`config.mk`:
```
export PLATFORM = sky130hd
export DESIGN_NAME = tss_div_pipe
export DESIGN_NICKNAME = d
export VERILOG_FILES = /design/src/hw/rtl/tss_div_pipe.sv
export SDC_FILE = /design/constraint.sdc
export NUM_CORES = 2
export LEC_CHECK = 0
export BUFFER_PORTS_ARGS = -buffer_cell sky130_fd_sc_hd__buf_2
export CORE_AREA = 2 2 685 346
export CTS_CLUSTER_SIZE = 20
export DETAILED_ROUTE_END_ITERATION = 12
export DIE_AREA = 0 0 687 348
export PLACE_DENSITY_LB_ADDON = 0.15
export SLEW_MARGIN = 20
export SYNTH_ARGS = -nofsm -noshare
export SYNTH_HDL_FRONTEND = slang
export SYNTH_SLANG_ARGS = --single-unit
export TNS_END_PERCENT = 20
```
`constraint.sdc`:
```
create_clock -name i_clk -period 36.6 [get_ports i_clk]
set_input_delay 1.83 -clock i_clk [delete_from_list [all_inputs] [get_ports i_clk]]
set_output_delay 1.83 -clock i_clk [all_outputs]
set_load 0.01 [all_outputs]
```
`src/hw/rtl/tss_div_pipe.sv`:
```
`timescale 1ns / 1ps

// Two-lane restoring divider, one quotient bit per stage, sideband carried along.
module tss_div_pipe #(
    parameter int NW = 25,
    parameter int DW = 13,
    parameter int SW = 38
) (
    input  logic          i_clk,
    input  logic          i_rst_n,
    input  logic          i_valid,
    output logic          o_stall,
    input  logic [NW-1:0] i_num_a,
    input  logic [DW-1:0] i_den_a,
    input  logic [NW-1:0] i_num_b,
    input  logic [DW-1:0] i_den_b,
    input  logic [SW-1:0] i_side,
    output logic          o_valid,
    input  logic          i_stall,
    output logic [NW-1:0] o_quo_a,
    output logic [NW-1:0] o_quo_b,
    output logic [SW-1:0] o_side
);

    logic [NW-1:0]                 r_v;
    logic [NW:0]                   en;
    logic [NW-1:0][NW-1:0]         r_num_a;
    logic [NW-1:0][NW-1:0]         r_num_b;
    logic [NW-1:0][DW-1:0]         r_rem_a;
    logic [NW-1:0][DW-1:0]         r_rem_b;
    logic [NW-1:0][DW-1:0]         r_den_a;
    logic [NW-1:0][DW-1:0]         r_den_b;
    logic [NW-1:0][SW-1:0]         r_side;

    assign en[NW] = !i_stall;

    genvar gi;
    generate
        for (gi = 0; gi < NW; gi++) begin : g_stage
            logic          p_v;
            logic [NW-1:0] p_num_a;
            logic [NW-1:0] p_num_b;
            logic [DW-1:0] p_rem_a;
            logic [DW-1:0] p_rem_b;
            logic [DW-1:0] p_den_a;
            logic [DW-1:0] p_den_b;
            logic [SW-1:0] p_side;
            logic [DW:0]   t_a;
            logic [DW:0]   t_b;
            logic [DW:0]   d_a;
            logic [DW:0]   d_b;
            logic          ge_a;
            logic          ge_b;
            logic [DW:0]   s_a;
            logic [DW:0]   s_b;

            if (gi == 0) begin : g_first
                assign p_v = i_valid;
                assign p_num_a = i_num_a;
                assign p_num_b = i_num_b;
                assign p_rem_a = '0;
                assign p_rem_b = '0;
                assign p_den_a = i_den_a;
                assign p_den_b = i_den_b;
                assign p_side = i_side;
            end else begin : g_next
                assign p_v = r_v[gi-1];
                assign p_num_a = r_num_a[gi-1];
                assign p_num_b = r_num_b[gi-1];
                assign p_rem_a = r_rem_a[gi-1];
                assign p_rem_b = r_rem_b[gi-1];
                assign p_den_a = r_den_a[gi-1];
                assign p_den_b = r_den_b[gi-1];
                assign p_side = r_side[gi-1];
            end

            assign en[gi] = !r_v[gi] || en[gi+1];

            always_comb begin
                t_a = {p_rem_a, p_num_a[NW-1]};
                t_b = {p_rem_b, p_num_b[NW-1]};
                d_a = {1'b0, p_den_a};
                d_b = {1'b0, p_den_b};
                ge_a = t_a >= d_a;
                ge_b = t_b >= d_b;
                s_a = ge_a ? (t_a - d_a) : t_a;
                s_b = ge_b ? (t_b - d_b) : t_b;
            end

            always_ff @(posedge i_clk) begin
                if (!i_rst_n) begin
                    r_v[gi] <= 1'b0;
                end else if (en[gi]) begin
                    r_v[gi] <= p_v;
                end
                if (en[gi]) begin
                    r_num_a[gi] <= {p_num_a[NW-2:0], ge_a};
                    r_num_b[gi] <= {p_num_b[NW-2:0], ge_b};
                    r_rem_a[gi] <= s_a[DW-1:0];
                    r_rem_b[gi] <= s_b[DW-1:0];
                    r_den_a[gi] <= p_den_a;
                    r_den_b[gi] <= p_den_b;
                    r_side[gi] <= p_side;
                end
            end
        end
    endgenerate

    assign o_stall = !en[0];
    assign o_valid = r_v[NW-1];
    assign o_quo_a = r_num_a[NW-1];
    assign o_quo_b = r_num_b[NW-1];
    assign o_side = r_side[NW-1];

endmodule

```
# Yosys cells after proc, flatten, opt, wreduce, memory -nomap -nowiden
# Index checks and enable logic that the tools add are counted.
[totals] regBits=3473 output_inout_bits=90 in_bits=118 elab_cells=396
[classes] mux=48 n_addsub=48 reduce_logical=52 n_lt_le_gt_ge=50
[ops] operator="14-bit by 13-bit greater-or-equal comparator with 1-bit output" count=48
[ops] operator="13-bit two-way mux" count=46
[ops] operator="13-bit subtractor" count=46
[ops] operator="1-bit logical NOT" count=27
[ops] operator="1-bit by 13-bit greater-or-equal comparator with 1-bit output" count=2
[ops] operator="1-bit by 13-bit subtractor with 13-bit output" count=2
[ops] operator="1-bit logical OR" count=25
[ops] operator="1-bit two-way mux" count=2

# Logic depth before layout (Yosys ltp)
[logic_depth] word_depth=27 ltp_mapped=11 ltp_nobuf=10

# Worst setup path after synthesis
# OpenSTA, ideal clock, no wires.
[synth_path] kind="in2reg" startpoint="input i_stall" endpoint="register r_den_a, in the netlist g_stage[3].p_den_a[0], enable pin" path_buffers=1 setup_ns=1.550 path_slack_ns=23.019 required_ns=35.050 arrival_time_ns=12.031 cell_stages=9 cell_sequence="nand2_1 nor2_2 nand2_1 nor2_4 inv_2 nor3_2 and3_1 buf_2 nand3_1"
[synth_via] elab_chain_cells=24
[synth_lines] item="from (decl)" line_no="19" source="input logic i_stall,"
[synth_lines] item="1-bit logical NOT" line_no="35" source="assign en[NW] = !i_stall;"
[synth_lines] item="1-bit logical OR (6 in series)" line_no="77" source="assign en[gi] = !r_v[gi] || en[gi+1];"
[synth_lines] item="net en[19]" line_no="26" source="logic [NW:0] en;"
[synth_lines] item="1-bit logical OR" line_no="77"
[synth_lines] item="net en[18]" line_no="26"
[synth_lines] item="1-bit logical OR (16 in series)" line_no="77"
[synth_lines] item="net en[2]" line_no="26"
[synth_lines] item="to (signal, indexed assignment)" line_no="101" source="r_den_a[gi] <= p_den_a;"
[synth_lines] item="to (decl)" line_no="31" source="logic [NW-1:0][DW-1:0] r_den_a;"
# The timed path passes the listed nets, and every way through them passes these cells.
# A chain may end at the register's enable or synchronous reset.

# Final worst setup path
[layout_path] startpoint="input i_stall" endpoint="output o_stall"
[layout_via] elab_chain_cells=27
[layout_lines] item="1-bit logical NOT" line_no="35"
[layout_lines] item="1-bit logical OR" line_no="77"
[layout_lines] item="net en[24]" line_no="26"
[layout_lines] item="1-bit logical OR (5 in series)" line_no="77"
[layout_lines] item="net en[19]" line_no="26"
[layout_lines] item="1-bit logical OR" line_no="77"
[layout_lines] item="net en[18]" line_no="26"
[layout_lines] item="1-bit logical OR (18 in series)" line_no="77"
[layout_lines] item="1-bit logical NOT" line_no="109" source="assign o_stall = !en[0];"
[layout_lines] item="to (decl)" line_no="12" source="output logic o_stall,"
# The timed path passes the listed nets, and every way through them passes these cells.

==> impl_metrics.env <==
export IMPL_async_flop_share=0
export IMPL_port_buffer_count=207
export IMPL_rsz0062_at_grt="no"
export IMPL_worst_setup_path_start_kind="primary input"
export IMPL_powerDensity_mw_per_mm2=70.3
export IMPL_die_w_um=687
export IMPL_slew_headroom=0.265
export IMPL_vias=73500
export IMPL_io_pin_count=208
export IMPL_required_ps=34770
export IMPL_drt_vias_per_instance=5.75
export IMPL_die_area_sq_mm=0.239
export IMPL_die_y_um=348
export IMPL_yosysUniqueCellTypes=83
export IMPL_cts_setup_buffers=0
export IMPL_synth_edff_count=3448
export IMPL_hold_viol_final=0
export IMPL_layout_nets=10200
export IMPL_r2r_setup_slack_ps=31690
export IMPL_synth_top_cell_area_share=0.742
export IMPL_drv_slew=0
export IMPL_tightestPinTransition_ps=1100
export IMPL_yosys_top_cells_area="edfxtp_1, ha_1, inv_1"
export IMPL_hp_class="flip-flop to flip-flop"
export IMPL_finalWirelength_um=280000
export IMPL_period_needed_ps=6900
export IMPL_grt_overflow=0
export IMPL_cts_resized=0
export IMPL_fill_cells=16100
export IMPL_syn_avg_cell_area_sq_um=15.7
export IMPL_status="completed"
export IMPL_detailed_place_hpwl_um=199000
export IMPL_hold_buffers=0
export IMPL_yosysSeqAreaShare=0.746
export IMPL_p_leak_nw=61.7
export IMPL_dr_first_iter_drc_count=7940
export IMPL_finalSetupViolCount=0
export IMPL_wl_per_cell_um=21.9
export IMPL_cts_max_level=5
export IMPL_grt_pass1_wl_um=427000
export IMPL_ir_drop_mv=0.0408
export IMPL_antenna_left=0
export IMPL_ctsLongestPathBuffers=4
export IMPL_clock_root_buffer="clkbuf_16"
export IMPL_numCtsBuffers=301
export IMPL_synth_area_sq_mm=0.140
export IMPL_synth_seq_cells=3473
export IMPL_tritoncts="yes"
export IMPL_fin_skew_ps=42.8
export IMPL_cts_sinks=3473
export IMPL_final_layout_size_suffix_gt1_frac=0.0876
export IMPL_yosys_warnings=0
export IMPL_tns_ps=0
export IMPL_antenna_found_initial=38
export IMPL_drc_errors=0
export IMPL_core_sq_mm=0.234
export IMPL_grt_max_degree=97
export IMPL_hold_slack_ps=401
export IMPL_grt_pass1_vias=69900
export IMPL_worstSetupPathType="primary input to primary output"
export IMPL_worst_setup_path_end_kind="primary output"
export IMPL_arrival_ps=5070
export IMPL_clock_latency_ps=850
export IMPL_max_freq_ghz=0.145
export IMPL_globalRouteTotalUtil=0.235
export IMPL_maxCapViolCount=0
export IMPL_syn_nets=9690
export IMPL_core_rowCount=126
export IMPL_synth_ff_type="edfxtp_1"
export IMPL_clk_pin_slew_ps=70
export IMPL_fin_crit_sh=0.189
export IMPL_area_delta_synth_final_pct=10.7
export IMPL_gp_congestion=0.916
export IMPL_start_util=0.596
export IMPL_drt_first_pass_iters=6
export IMPL_critPathMaxFanout=38
export IMPL_syn_inst=8898
export IMPL_synth_top_cell_by_area="edfxtp_1"
critical path: stages:
cell and delay, ps:
buf_2 130, nand2_4 380, nor2_2 450, nand2_4 250, nor2_4 300, inv_6 140
nor3_2 180, buf_4 220, and3_1 570, and3_1 400, buf_2 190
registers in the layout, summed over array words and instances (netlist names):
name and count:
g_stage.p_den_a 312, g_stage.p_den_b 312, g_stage.p_num_a 600, g_stage.p_num_b 600
g_stage.p_rem_a 312, g_stage.p_rem_b 312, g_stage.p_side 912, g_stage.p_v 24
o_quo_a 25, o_quo_b 25, o_side 38, o_valid 1
metrics by stage:
stage,std cells,power (W),utilization,setup WS (ps),area [sq um]
finish,12800,0.0109,0.660,29700,154000
global route,12800,0.0114,0.660,29490,154000
CTS,12800,0.0109,0.660,29640,154000
detailed placement,12200,0.00781,0.620,29670,145000
global placement,12200,0.00773,0.620,29750,145000
floorplan,8898,0.00710,-,23020,140000
cell type report:
cell class	count	area [sq um]	share of cell area
Timing Repair Buffer	289	1670	0.0108
Clock buffer	362	7900	0.0512
Multi-Input combinational cell	4554	32400	0.210
Antenna cell	9	22.5	0.000146
Tap cell	3136	3920	0.0254
Inverter	773	2950	0.0191
Clock inverter	171	1460	0.00942
Sequential cell	3473	104000	0.674
cells in the mapped netlist (all sizes together), types with 8 or more instances:
cell type	instances
edfxtp	3448
inv	773
o21ai	647
ha	628
nand2	599
nor2	431
a21oi	300
xnor2	213
xor2	192
o21a	160
nor3	158
nand2b	144
nand4	107
mux2	101
a211oi	94
nor2b	82
a21o	81
o31ai	76
o41ai	61
clkbuf	55
fa	46
buf	43
a31oi	42
a21boi	31
o32ai	27
dfxtp	25
nand3	25
o221ai	25
and2	24
o211ai	23
or3	23
mux2i	21
o31a	21
and3b	17
nor4	16
and3	15
o21bai	11
or2	11
a211o	9
a221o	9
nand3b	8
cell usage in the layout, fill, tap and decap left out, types with 23 or more instances in the layout:
cell,instances
o221ai_1,25
fa_1,46
nor3_1,156
clkinv_1,61
buf_4,81
or3_1,23
clkinv_2,47
nor2_1,429
o32ai_2,26
dfxtp_1,25
o31ai_1,68
nor2b_1,81
a31oi_1,42
a211oi_1,94
edfxtp_1,3448
buf_2,207
and2_1,24
inv_1,764
nand2_1,588
o211ai_1,23
xnor2_1,213
o21a_1,160
clkbuf_16,306
o41ai_1,51
mux2_1,61
a21boi_0,29
xor2_1,192
o21ai_1,173
ha_1,628
a21o_1,81
o21ai_0,473
clkbuf_1,53
a21oi_1,300
mux2_2,39
nand4_1,107
nand2b_1,144
metal layers:
layer,global-route usage,wire [um]
met2,0.296,105000
met1,0.409,144000
met5,0,106
met3,0.0557,25700
met4,0.0410,4380
where the power goes:
| part | leakage, nW | total [W] | switching [W] | internal [W] |
|---|---|---|---|---|
| sequential | 37.8 | 0.00535 | 0.000285 | 0.00507 |
| clock | 4.53 | 0.00307 | 0.00138 | 0.00169 |
| combinational | 19.3 | 0.00244 | 0.00143 | 0.00101 |
| total | 61.7 | 0.0109 | 0.00310 | 0.00777 |
logic make-up after synthesis:
kind of cell	Yosys count	share of synthesized area
flops	3473	0.746
compound gates	1679	0.0767
simple gates	1674	0.0557
buf+inv	871	0.0240
fa+ha+maj	674	0.0629
xor+xnor	405	0.0254
mux	122	0.00968
worst paths after layout:
check / startpoint / end / depth (start not counted)
max: i_stall / o_stall / 11
min: g_stage[6].p_num_a[15]$_DFFE_PP_ / g_stage[7].p_num_a[16]$_DFFE_PP_ / 0
max reg2reg: o_valid$_SDFFE_PN0P_ / g_stage[3].p_num_b[10]$_DFFE_PP_ / 11
min reg2reg: g_stage[6].p_num_a[15]$_DFFE_PP_ / g_stage[7].p_num_a[16]$_DFFE_PP_ / 0
(Power assumes the default switching activity.)
